### src/rtl/core/tjps_pkg.sv
`default_nettype none
// ----------------------------------------------------------------------------
// tjps_pkg : joint servo shared definitions
// Register indexes, drive mode codes, fixed point limits and gain tables.
// ----------------------------------------------------------------------------
package tjps_pkg;

	localparam int ANGLE_W = 16;
	localparam int DRIVE_W = 32;
	localparam int JIDX_W  = 4;
	localparam int CFG_IDX_W  = 2;
	localparam int CFG_DATA_W = 16;

	// 3 degrees in Q3.12, rounded to nearest
	localparam logic signed [ANGLE_W:0] MAX_ERR = 17'sd214;

	localparam logic [15:0] RATE_RESET = 16'd1000;

	localparam logic [1:0] MODE_TORQUE = 2'd0;
	localparam logic [1:0] MODE_VEL    = 2'd1;
	localparam logic [1:0] MODE_POS    = 2'd2;

	localparam logic [CFG_IDX_W-1:0] CFG_DRIVE_MODE = 2'd0;
	localparam logic [CFG_IDX_W-1:0] CFG_FAST_GAIN  = 2'd1;
	localparam logic [CFG_IDX_W-1:0] CFG_STEP_RATE  = 2'd2;

	localparam logic [2:0] GAIN_LAST_ARM = 3'd5;
	localparam logic [2:0] GAIN_FINGER   = 3'd6;

	typedef logic [9:0] kp_t;
	typedef logic [7:0] kd2_t;

	function automatic kp_t kp_gain(input logic fast, input logic [2:0] g);
		kp_t k;
		begin
			case (g)
				3'd0, 3'd1: k = fast ? 10'd1000 : 10'd400;
				3'd2:       k = fast ? 10'd600  : 10'd150;
				3'd3, 3'd4: k = fast ? 10'd300  : 10'd60;
				3'd5:       k = fast ? 10'd250  : 10'd60;
				default:    k = fast ? 10'd30   : 10'd5;
			endcase
			return k;
		end
	endfunction

	// derivative gain held doubled so that it stays an integer
	function automatic kd2_t kd2_gain(input logic fast, input logic [2:0] g);
		kd2_t k;
		begin
			case (g)
				3'd0, 3'd1: k = fast ? 8'd200 : 8'd60;
				3'd2:       k = fast ? 8'd120 : 8'd30;
				3'd3, 3'd4: k = fast ? 8'd60  : 8'd10;
				3'd5:       k = fast ? 8'd50  : 8'd10;
				default:    k = fast ? 8'd6   : 8'd1;
			endcase
			return k;
		end
	endfunction

endpackage
`default_nettype wire

### src/rtl/core/teleop_joint_pd_servo.sv
`default_nettype none
// ----------------------------------------------------------------------------
// teleop_joint_pd_servo : arm joint position servo
// Per-joint target tracking with limit and error clamping, shared finger
// target, and PD torque / velocity / position drive output.
// ----------------------------------------------------------------------------
// One beat per joint and tick. A beat with a joint index below JOINT_COUNT
// gives one result beat; any other index is taken and dropped with no
// result. All products go through one 34x18 signed multiplier under a
// small sequencer, so beats are spaced by the multiplier passes of the mode:
// three passes in torque mode, one in velocity mode and none in position
// mode or the unused mode. A finished result sits in an output register, so
// the next beat is taken while it waits.
module teleop_joint_pd_servo #(
	parameter int JOINT_COUNT = 9
) (
	input  wire         clk,
	input  wire         arst_n,
	// config
	input  wire         cfg_we,
	input  wire  [1:0]  cfg_index,
	input  wire  [15:0] cfg_wdata,
	// input stream
	input  wire         s_tvalid,
	output logic        s_tready,
	// joint_index[3:0], angle_now[19:4], angle_low_limit[35:20],
	// angle_high_limit[51:36], target_step[67:52], zero [71:68]
	input  wire  [71:0] s_tdata,
	// start_req[0]
	input  wire  [0:0]  s_tuser,
	// output stream
	output logic        m_tvalid,
	input  wire         m_tready,
	// joint_out[3:0], drive_value[35:4], clamped_target[51:36], zero [55:52]
	output logic [55:0] m_tdata
);

	localparam int IDX_W        = $clog2(JOINT_COUNT);
	localparam int FINGER_FIRST = JOINT_COUNT - 3;
	localparam int ACC_W        = 48;

	localparam logic [2:0] ST_IDLE     = 3'd0;
	localparam logic [2:0] ST_LOAD     = 3'd1;
	localparam logic [2:0] ST_CLAMP    = 3'd2;
	localparam logic [2:0] ST_MUL_KP   = 3'd3;
	localparam logic [2:0] ST_MUL_RATE = 3'd4;
	localparam logic [2:0] ST_MUL_KD   = 3'd5;
	localparam logic [2:0] ST_FINAL    = 3'd6;

	// config registers
	logic [1:0]  mode_q;
	logic        fast_q;
	logic [15:0] rate_q;

	always_ff @(posedge clk or negedge arst_n) begin
		if (!arst_n) begin
			mode_q <= tjps_pkg::MODE_TORQUE;
			fast_q <= 1'b0;
			rate_q <= tjps_pkg::RATE_RESET;
		end else if (cfg_we) begin
			case (cfg_index)
				tjps_pkg::CFG_DRIVE_MODE: mode_q <= cfg_wdata[1:0];
				tjps_pkg::CFG_FAST_GAIN:  fast_q <= cfg_wdata[0];
				tjps_pkg::CFG_STEP_RATE:  rate_q <= cfg_wdata;
				default: ;
			endcase
		end
	end

	logic [2:0] state_q;
	logic       fix_q;
	logic       out_load;

	// beat fields
	logic [3:0]         j_q;
	logic               start_q;
	logic signed [15:0] now_q, lo_q, hi_q, step_q;

	// joint state
	logic signed [15:0] target_q [JOINT_COUNT];
	logic signed [15:0] prev_q   [JOINT_COUNT];
	logic signed [15:0] shared_q;
	logic signed [15:0] span_hi_q, span_lo_q;

	// working registers
	logic signed [16:0] want_q, lower_q, upper_q;
	logic signed [15:0] prev_base_q, t_q;
	logic signed [16:0] e_q, dq_q;
	tjps_pkg::kp_t      kp_q;
	tjps_pkg::kd2_t     kd2_q;
	logic signed [51:0] prod_q;
	logic signed [ACC_W-1:0] acc_q;

	// output register
	logic               m_valid_q;
	logic [3:0]         jout_q;
	logic signed [31:0] drive_q;
	logic signed [15:0] clamped_q;

	logic [IDX_W-1:0] idx;
	logic is_finger, is_first, is_last, in_range;

	assign idx       = j_q[IDX_W-1:0];
	assign is_finger = j_q >= 4'(FINGER_FIRST);
	assign is_first  = j_q == 4'(FINGER_FIRST);
	assign is_last   = j_q == 4'(JOINT_COUNT - 1);
	assign in_range  = {1'b0, s_tdata[3:0]} < 5'(JOINT_COUNT);

	assign s_tready = (state_q == ST_IDLE);
	assign out_load = (state_q == ST_FINAL) && (!m_valid_q || m_tready);

	// load step: stored target, shared finger target and clamp window
	logic signed [15:0] shared_base, tgt_base;
	logic signed [16:0] shared_sum, near_lo, near_hi;
	logic signed [15:0] shared_sat;
	logic [2:0]         gsel;

	always_comb begin
		shared_base = (start_q && is_first) ? now_q : shared_q;
		shared_sum  = 17'(shared_base) + 17'(step_q);
		if (shared_sum > 17'sd32767)
			shared_sat = 16'sh7fff;
		else if (shared_sum < -17'sd32768)
			shared_sat = 16'sh8000;
		else
			shared_sat = shared_sum[15:0];
		tgt_base = start_q ? now_q : target_q[idx];
		near_lo  = 17'(now_q) - tjps_pkg::MAX_ERR;
		near_hi  = 17'(now_q) + tjps_pkg::MAX_ERR;
		if (is_finger)
			gsel = tjps_pkg::GAIN_FINGER;
		else if (j_q > 4'(tjps_pkg::GAIN_LAST_ARM))
			gsel = tjps_pkg::GAIN_LAST_ARM;
		else
			gsel = j_q[2:0];
	end

	// clamp step
	logic signed [15:0] t_new;

	always_comb begin
		if (want_q < lower_q)
			t_new = lower_q[15:0];
		else if (want_q > upper_q)
			t_new = upper_q[15:0];
		else
			t_new = want_q[15:0];
	end

	// shared multiplier
	logic signed [33:0] mul_a;
	logic signed [17:0] mul_b;
	logic signed [51:0] mul_p;

	always_comb begin
		case (state_q)
			ST_MUL_RATE: begin
				mul_a = 34'((mode_q == tjps_pkg::MODE_TORQUE) ? dq_q : e_q);
				mul_b = $signed({2'b00, rate_q});
			end
			ST_MUL_KD: begin
				mul_a = prod_q[33:0];
				mul_b = $signed({10'd0, kd2_q});
			end
			default: begin
				mul_a = 34'(e_q);
				mul_b = $signed({8'd0, kp_q});
			end
		endcase
		mul_p = mul_a * mul_b;
	end

	// final sum and saturation
	logic signed [ACC_W-1:0] sum;
	logic signed [31:0]      drive_sat;

	always_comb begin
		case (mode_q)
			tjps_pkg::MODE_TORQUE: sum = acc_q - (ACC_W'(prod_q) <<< 3);
			tjps_pkg::MODE_VEL:    sum = ACC_W'(prod_q) <<< 3;
			tjps_pkg::MODE_POS:    sum = ACC_W'(t_q) <<< 4;
			default:               sum = '0;
		endcase
		if (sum[ACC_W-1:31] == '0 || sum[ACC_W-1:31] == '1)
			drive_sat = sum[31:0];
		else if (sum[ACC_W-1])
			drive_sat = 32'sh8000_0000;
		else
			drive_sat = 32'sh7fff_ffff;
	end

	// sequencer
	always_ff @(posedge clk or negedge arst_n) begin
		if (!arst_n) begin
			state_q <= ST_IDLE;
			fix_q   <= 1'b0;
		end else begin
			fix_q <= (state_q == ST_CLAMP) && is_finger && is_last;
			case (state_q)
				ST_IDLE: begin
					if (s_tvalid && in_range)
						state_q <= ST_LOAD;
				end
				ST_LOAD:  state_q <= ST_CLAMP;
				ST_CLAMP: begin
					if (mode_q == tjps_pkg::MODE_TORQUE)
						state_q <= ST_MUL_KP;
					else if (mode_q == tjps_pkg::MODE_VEL)
						state_q <= ST_MUL_RATE;
					else
						state_q <= ST_FINAL;
				end
				ST_MUL_KP: state_q <= ST_MUL_RATE;
				ST_MUL_RATE: begin
					if (mode_q == tjps_pkg::MODE_TORQUE)
						state_q <= ST_MUL_KD;
					else
						state_q <= ST_FINAL;
				end
				ST_MUL_KD: state_q <= ST_FINAL;
				ST_FINAL: begin
					if (out_load)
						state_q <= ST_IDLE;
				end
				default: state_q <= ST_IDLE;
			endcase
		end
	end

	// datapath
	always_ff @(posedge clk) begin
		if (s_tvalid && s_tready) begin
			j_q     <= s_tdata[3:0];
			now_q   <= s_tdata[19:4];
			lo_q    <= s_tdata[35:20];
			hi_q    <= s_tdata[51:36];
			step_q  <= s_tdata[67:52];
			start_q <= s_tuser[0];
		end
		if (state_q == ST_LOAD) begin
			want_q      <= is_finger ? 17'(is_first ? shared_sat : shared_q)
			                         : 17'(tgt_base) + 17'(step_q);
			lower_q     <= (17'(lo_q) > near_lo) ? 17'(lo_q) : near_lo;
			upper_q     <= (17'(hi_q) < near_hi) ? 17'(hi_q) : near_hi;
			prev_base_q <= start_q ? now_q : prev_q[idx];
			kp_q        <= tjps_pkg::kp_gain(fast_q, gsel);
			kd2_q       <= tjps_pkg::kd2_gain(fast_q, gsel);
		end
		if (state_q == ST_CLAMP) begin
			t_q           <= t_new;
			target_q[idx] <= t_new;
			e_q           <= 17'(t_new) - 17'(now_q);
			dq_q          <= 17'(now_q) - 17'(prev_base_q);
		end
		if (state_q == ST_MUL_KP || state_q == ST_MUL_RATE || state_q == ST_MUL_KD)
			prod_q <= mul_p;
		if (state_q == ST_MUL_RATE)
			acc_q <= ACC_W'(prod_q) <<< 4;
		if (out_load) begin
			prev_q[idx] <= (mode_q == tjps_pkg::MODE_TORQUE) ? now_q : prev_base_q;
			jout_q      <= j_q;
			drive_q     <= drive_sat;
			clamped_q   <= t_q;
		end
		if (state_q == ST_LOAD && is_first)
			shared_q <= shared_sat;
		else if (fix_q) begin
			if (shared_q > span_hi_q)
				shared_q <= span_hi_q;
			else if (shared_q < span_lo_q)
				shared_q <= span_lo_q;
		end
	end

	// finger span
	always_ff @(posedge clk or negedge arst_n) begin
		if (!arst_n) begin
			span_hi_q <= 16'sh8000;
			span_lo_q <= 16'sh7fff;
		end else if (state_q == ST_CLAMP && is_finger) begin
			if (is_first) begin
				span_hi_q <= t_new;
				span_lo_q <= t_new;
			end else begin
				if (t_new > span_hi_q)
					span_hi_q <= t_new;
				if (t_new < span_lo_q)
					span_lo_q <= t_new;
			end
		end
	end

	// output beat
	always_ff @(posedge clk or negedge arst_n) begin
		if (!arst_n)
			m_valid_q <= 1'b0;
		else if (out_load)
			m_valid_q <= 1'b1;
		else if (m_tready)
			m_valid_q <= 1'b0;
	end

	assign m_tvalid = m_valid_q;
	assign m_tdata  = {4'd0, clamped_q, drive_q, jout_q};

	// checks
	a_busy_after_take: assert property (@(posedge clk) disable iff (!arst_n)
		(s_tvalid && s_tready && in_range) |=> !s_tready)
		else $error("servo took a beat while busy");

	a_span_reset: assert property (@(posedge clk) disable iff (!arst_n)
		(state_q == ST_CLAMP && is_first) |=> (span_hi_q == span_lo_q))
		else $error("finger span not reset on first finger");

	a_pos_drive: assert property (@(posedge clk) disable iff (!arst_n)
		(out_load && mode_q == tjps_pkg::MODE_POS)
		|=> (drive_q == {{12{clamped_q[15]}}, clamped_q, 4'd0}))
		else $error("position drive does not match clamped target");

endmodule
`default_nettype wire

### config.mk
export PLATFORM = sky130hd
export DESIGN_NAME = teleop_joint_pd_servo
export DESIGN_NICKNAME = d
export VERILOG_FILES = /design/src/rtl/core/tjps_pkg.sv /design/src/rtl/core/teleop_joint_pd_servo.sv
export SDC_FILE = /design/constraint.sdc
export NUM_CORES = 2
export LEC_CHECK = 0
export BUFFER_PORTS_ARGS = -buffer_cell sky130_fd_sc_hd__buf_2
export CORE_MARGIN = 1
export CORE_UTILIZATION = 51
export DETAILED_ROUTE_END_ITERATION = 8
export GPL_ROUTABILITY_DRIVEN = 0
export PLACE_DENSITY_LB_ADDON = 0.05
export SLEW_MARGIN = 25
export SYNTH_ARGS = -nofsm -noshare
export SYNTH_HDL_FRONTEND = slang
export SYNTH_SLANG_ARGS = --single-unit
### constraint.sdc
create_clock -name clk -period 18.9 [get_ports clk]
set_input_delay 3.78 -clock clk [delete_from_list [all_inputs] [get_ports clk]]
set_output_delay 3.78 -clock clk [all_outputs]
set_load 0.02 [all_outputs]
# Yosys cells after proc, flatten, opt, wreduce, memory -nomap -nowiden

Memory sizes are Yosys's and may differ from the RTL's. A register that Yosys moved wholly into a read port is not among the register bits.
Cells that the tools add are included.

Reduce and logical (&&, ||, !) cells: 31
Add/subtract/negate cells: 7
Magnitude comparators: 13
Equality and inequality tests: 20
Multipliers: 1
Multiplexer cells: 54

Operator list:

| kind                  | number |
|---|---|
| $mux 16               | 16 |
| $pmux 48 s3           | 1 |
| $mux 17               | 4 |
| $pmux 34 s2           | 1 |
| $mux 32               | 2 |
| $sub 48x48->48        | 1 |
| $mul 34x17->45        | 1 |
| $pmux 10 s4           | 1 |
| $add 16x16->17        | 2 |
| $mux 34               | 1 |
| $sub 16x16->17        | 2 |
| $gt 16x16->1          | 2 |
| $lt 16x16->1          | 2 |
| $pmux 16 s2           | 1 |
| $pmux 8 s4            | 1 |
| $pmux 3 s7            | 1 |
| $mux 10               | 2 |
| $mux 3                | 6 |
| $add 16x9->17 const B | 1 |
| $eq 17x17->1 const B  | 1 |
| $gt 16x17->1          | 1 |
| $gt 17x16->1 const B  | 1 |
| $gt 17x17->1          | 1 |
| $logic_not 17->1      | 1 |
| other kinds (33)      | 73 |

Memories kept: 2
Word-level logic and storage cells: 157
Memory bits (writable): 288
Flip-flop bits (word level): 417

Memories:

| name     | words | width | read ports | clocked after memory_dff | wr ports | line                        | text |
|---|---|---|---|---|---|---|---|
| prev_q   | 9     | 16    | 1          | 1                        | 1        | teleop_joint_pd_servo.sv:81 | `logic signed [15:0] prev_q [JOINT_COUNT];` |
| target_q | 9     | 16    | 1          | 1                        | 1        | teleop_joint_pd_servo.sv:80 | `logic signed [15:0] target_q [JOINT_COUNT];` |

# Depth between registers and ports, before layout

Word-level depth: 9
Gate-level depth with buffers: 35
Mapped depth without buffers: 31

# Least setup slack after synthesis

No wires, ideal clock.

Path type: input -> register
From: input port m_tready
To: memory prev_q[0][0], enable pin
Stages: 4
Setup time: 0.389 ns
Setup slack: 9.325 ns
Data arrival time: 9.186 ns
Cell sequence: nand2b_1 nor3b_1 nand2_1 nor2_1

Longest elaborated chain between the ends: 4

RTL lines:

| item              | line                         | text |
|---|---|---|
| from (decl)       | teleop_joint_pd_servo.sv:33  | `input wire m_tready,` |
| $logic_or 1x1->1  | teleop_joint_pd_servo.sv:110 | `assign out_load = (state_q == ST_FINAL) && (!m_valid_q \|\| m_tready);` |
| $logic_and 1x1->1 | teleop_joint_pd_servo.sv:110 |  |
| via out_load      | teleop_joint_pd_servo.sv:72  | `logic out_load;` |
| $mux 1            | teleop_joint_pd_servo.sv:259 | `if (out_load) begin` |
| $mux 1            | teleop_joint_pd_servo.sv:260 | `prev_q[idx] <= (mode_q == tjps_pkg::MODE_TORQUE) ? now_q : prev_base_q;` |
| to (decl)         | teleop_joint_pd_servo.sv:81  |  |

The timed path passes the listed nets, and every way through them passes these cells.

# Worst setup path after layout

From: register state_q[2]
To: register prod_q[44] (data pin)

Longest elaborated chain between the ends: 3
Elaborated cells on any way between the ends: 5
Those cells by class: mul (1); eq/ne (2); mux (2)

RTL lines:

| item                                       | line                         | text |
|---|---|---|
| from (decl)                                | teleop_joint_pd_servo.sv:70  | `logic [2:0] state_q;` |
| from (signal assigned)                     | teleop_joint_pd_servo.sv:195 | `state_q <= ST_IDLE;` |
| from (signal assigned)                     | teleop_joint_pd_servo.sv:202 | `state_q <= ST_LOAD;` |
| from (signal assigned)                     | teleop_joint_pd_servo.sv:204 | `ST_LOAD: state_q <= ST_CLAMP;` |
| $eq 3x3->1                                 | teleop_joint_pd_servo.sv:156 | `case (state_q)` |
| $pmux 34 s2 or $pmux 16 s2 (tied branches) | teleop_joint_pd_servo.sv:156 |  |
| $mul 34x17->45 *                           | teleop_joint_pd_servo.sv:170 | `mul_p = mul_a * mul_b;` |
| via mul_p[44]                              | teleop_joint_pd_servo.sv:153 | `logic signed [51:0] mul_p;` |
| to (signal assigned)                       | teleop_joint_pd_servo.sv:256 | `prod_q <= mul_p;` |
| to (decl)                                  | teleop_joint_pd_servo.sv:91  | `logic signed [51:0] prod_q;` |

The timed path passes the listed nets; every way through them passes the cells marked *.
A chain may end at the register's enable or synchronous reset.

==> impl_metrics.env <==
export IMPL_fin_skew_ns=0.03927
export IMPL_startpoint_type="flop"
export IMPL_end_kind="flop"
export IMPL_syn_inst=5091
export IMPL_relSlewSlack_pct=27.42
export IMPL_timing_critical_path_fanout_max=38
export IMPL_core_area_um2=105100
export IMPL_fin_crit_ns=10.74
export IMPL_dieArea_um2=107200
export IMPL_path_clk_slew_ns=0.06
export IMPL_worst_path_buf_inv=6
export IMPL_die_h_um=327.5
export IMPL_hold_end="clamped_q[10]"
export IMPL_antenna_left=0
export IMPL_synth_top_area_cell="edfxtp_1"
export IMPL_cts_setup_buffers=0
export IMPL_diodes=0
export IMPL_min_path_type="reg2reg"
export IMPL_worstReg2RegEnd="prod_q[44]"
export IMPL_finalSetupViolCount=0
export IMPL_grt_setup_unrepaired="no"
export IMPL_slew_viol_final=0
export IMPL_wl_per_cell_um=23.37
export IMPL_grt_pass1_wl_mm=233.7
export IMPL_fin_nets=6121
export IMPL_die_w_um=327.5
export IMPL_overflow=0
export IMPL_crit_top_cell="fa_1"
export IMPL_boundaryPins=154
export IMPL_r2r_start="state_q[2]"
export IMPL_drc=0
export IMPL_critPathTopFamily="compound AO/OA/AOI/OAI gates"
export IMPL_status="complete, no violations"
export IMPL_wl_mm=155.7
export IMPL_netlist_area_um2=54030
export IMPL_num_vias=38284
export IMPL_post_route_period_util_pct=56.85
export IMPL_arrival_ns=11.15
export IMPL_syn_to_final_growth_pct=9.639
export IMPL_cp_slowest_cell="a22oi_1"
export IMPL_cts_num_sinks=705
export IMPL_antenna_found_initial=5
export IMPL_grt_usage_pct=29.30
export IMPL_synth_area_top_cells="edfxtp_1, fa_1, ha_1"
export IMPL_crit_type="reg2reg"
export IMPL_cts_tree="built"
export IMPL_row_count=119
export IMPL_grt_max_degree=64
export IMPL_hold_buffers=0
export IMPL_required_ns=19.30
export IMPL_worst_pin_slew_ns=1.089
export IMPL_drt_iter0_drc=3002
export IMPL_hp_start="t_q[10]"
export IMPL_cts_root_buffer="clkbuf_16"
export IMPL_synth_warnings=0
export IMPL_clock_latency_ns=0.68
export IMPL_ys_seq_elements=705
export IMPL_max_clock_freq_mhz=93.07
export IMPL_async_flop_share_pct=7.943
export IMPL_drive_above_1_share_pct=10.95
export IMPL_initial_core_util_pct=51.40
export IMPL_hold_depth=0
export IMPL_dpl_hpwl_mm=118.3
export IMPL_rrSetupSlack_ns=8.16
export IMPL_maxCapViolCount=0
export IMPL_ctsResizeCount=0
export IMPL_post_route_util_pct=56.35
export IMPL_yosysUniqueCellTypes=78
export IMPL_h_tree_depth=3
export IMPL_via_per_inst=5.747
export IMPL_portBuffers=145
export IMPL_synth_avg_cell_area_um2=10.61
export IMPL_hold_viol_final=0
export IMPL_ys_seq_area_share_pct=38.64
export IMPL_slowest_delay_ns=0.87
export IMPL_synth_edf_count=645
export IMPL_first_global_vias=37969
export IMPL_synthFlopType="edfxtp_1"
export IMPL_synth_top_area_share_pct=35.85
export IMPL_first_pass_iters=6
export IMPL_numCtsBuffers=79
export IMPL_setup_tns_final_ns=0
export IMPL_cts_buffer_depth=3
export IMPL_r2r_cells=29
## layer usage
| metal | track usage, % | part of all wire, % |
|---|---|---|
| met2 | 49.32 | 49 |
| met1 | 38.58 | 42 |
| met3 | 3.651 | 5.5 |
| met5 | 0 | 0.0090 |
| met4 | 11.60 | 4.1 |
## metrics by stage
| step | std cells | cell area, um^2 | setup WS [ns] | hold WS (ns) |
|---|---|---|---|---|
| floorplan | 5094 | 54040 | 9.325 | 0.4244 |
| global placement | 6513 | 56550 | 8.500 | 0.4408 |
| detailed placement | 6514 | 56580 | 8.397 | 0.4382 |
| CTS | 6660 | 59220 | 8.334 | 0.4460 |
| global route | 6661 | 59240 | 7.949 | 0.4513 |
| finish | 6661 | 59240 | 8.155 | 0.4498 |
## cells in the final DEF (no fill, tap or decap), drive strengths merged, types with 21 or more instances in the layout
cell type  count
clkinv        27
o22ai         21
a31oi         24
a21oi        261
o21a          42
mux2          39
a21o          82
nor2         433
dfstp         22
mux4          64
nand4         34
xor2          43
clkbuf       107
and2          33
and3          47
nor3          50
mux2i         66
fa           475
a22o          30
o21ai        263
xnor2        113
dfrtp         34
nand2b        27
ha           345
nand3         49
inv          773
a211oi        21
edfxtp       645
a221oi        26
a22oi         41
a21boi        22
nand2        534
o211ai        29
nor2b         38
buf          253
## cells by family (layout without fill, tap and decap cells)
kind of cell	Yosys count	count (layout)	share of synthesized area (%)
AND/OR/NAND/NOR	1303	1303	10.46
adder cells (fa/ha/maj)	820	820	25.59
other	1	4	0.006941
buffers and inverters	993	1169	6.998
multiplexers	169	169	4.703
XOR/XNOR	156	156	2.529
AO/OA/AOI/OAI	944	944	11.07
flip-flops	705	705	38.64
## Yosys cell counts (all sizes together) (39+ instances only)
| cell | count |
|---|---|
| nand2 | 534 |
| nor2 | 433 |
| xnor2 | 113 |
| nand3 | 49 |
| ha | 345 |
| o21a | 42 |
| o21ai | 263 |
| xor2 | 43 |
| mux4 | 64 |
| and3 | 47 |
| fa | 475 |
| edfxtp | 645 |
| a21oi | 261 |
| clkbuf | 192 |
| inv | 769 |
| nor3 | 50 |
| a22oi | 41 |
| mux2 | 39 |
| mux2i | 66 |
| a21o | 82 |
## state kept, by name (all words and copies together) (netlist names), 30 cells and up, named ones only
register  count
target_q    144
acc_q        44
drive_q      30
prod_q       45
prev_q      144
## final cells by class
| cell class | count | area (um^2) |
|---|---|---|
| clock inverter | 40 | 509.2 |
| clock buffer | 106 | 2128 |
| fill | 9285 | 45880 |
| timing repair buffer | 254 | 1546 |
| sequential | 705 | 20890 |
| inverter | 769 | 2887 |
| multi-input combinational | 3396 | 29540 |
| tap | 1391 | 1740 |
## worst max path at each step
stage | from | end | slack (ns) | depth (start not counted)
final | state_q[2] | prod_q[44] | 8.16 | 29
after global routing | state_q[2] | prod_q[44] | 7.95 | 29
after CTS | state_q[2] | prod_q[44] | 8.33 | 29
after detailed placement | state_q[2] | prod_q[44] | 8.40 | 29
after global placement | state_q[2] | prod_q[44] | 8.50 | 29
after floorplan | m_tready | prev_q[0][0] | 9.32 | 4
Power is not shown: default switching activity piles up to over one toggle a cycle in this logic, so the estimate is an artifact.
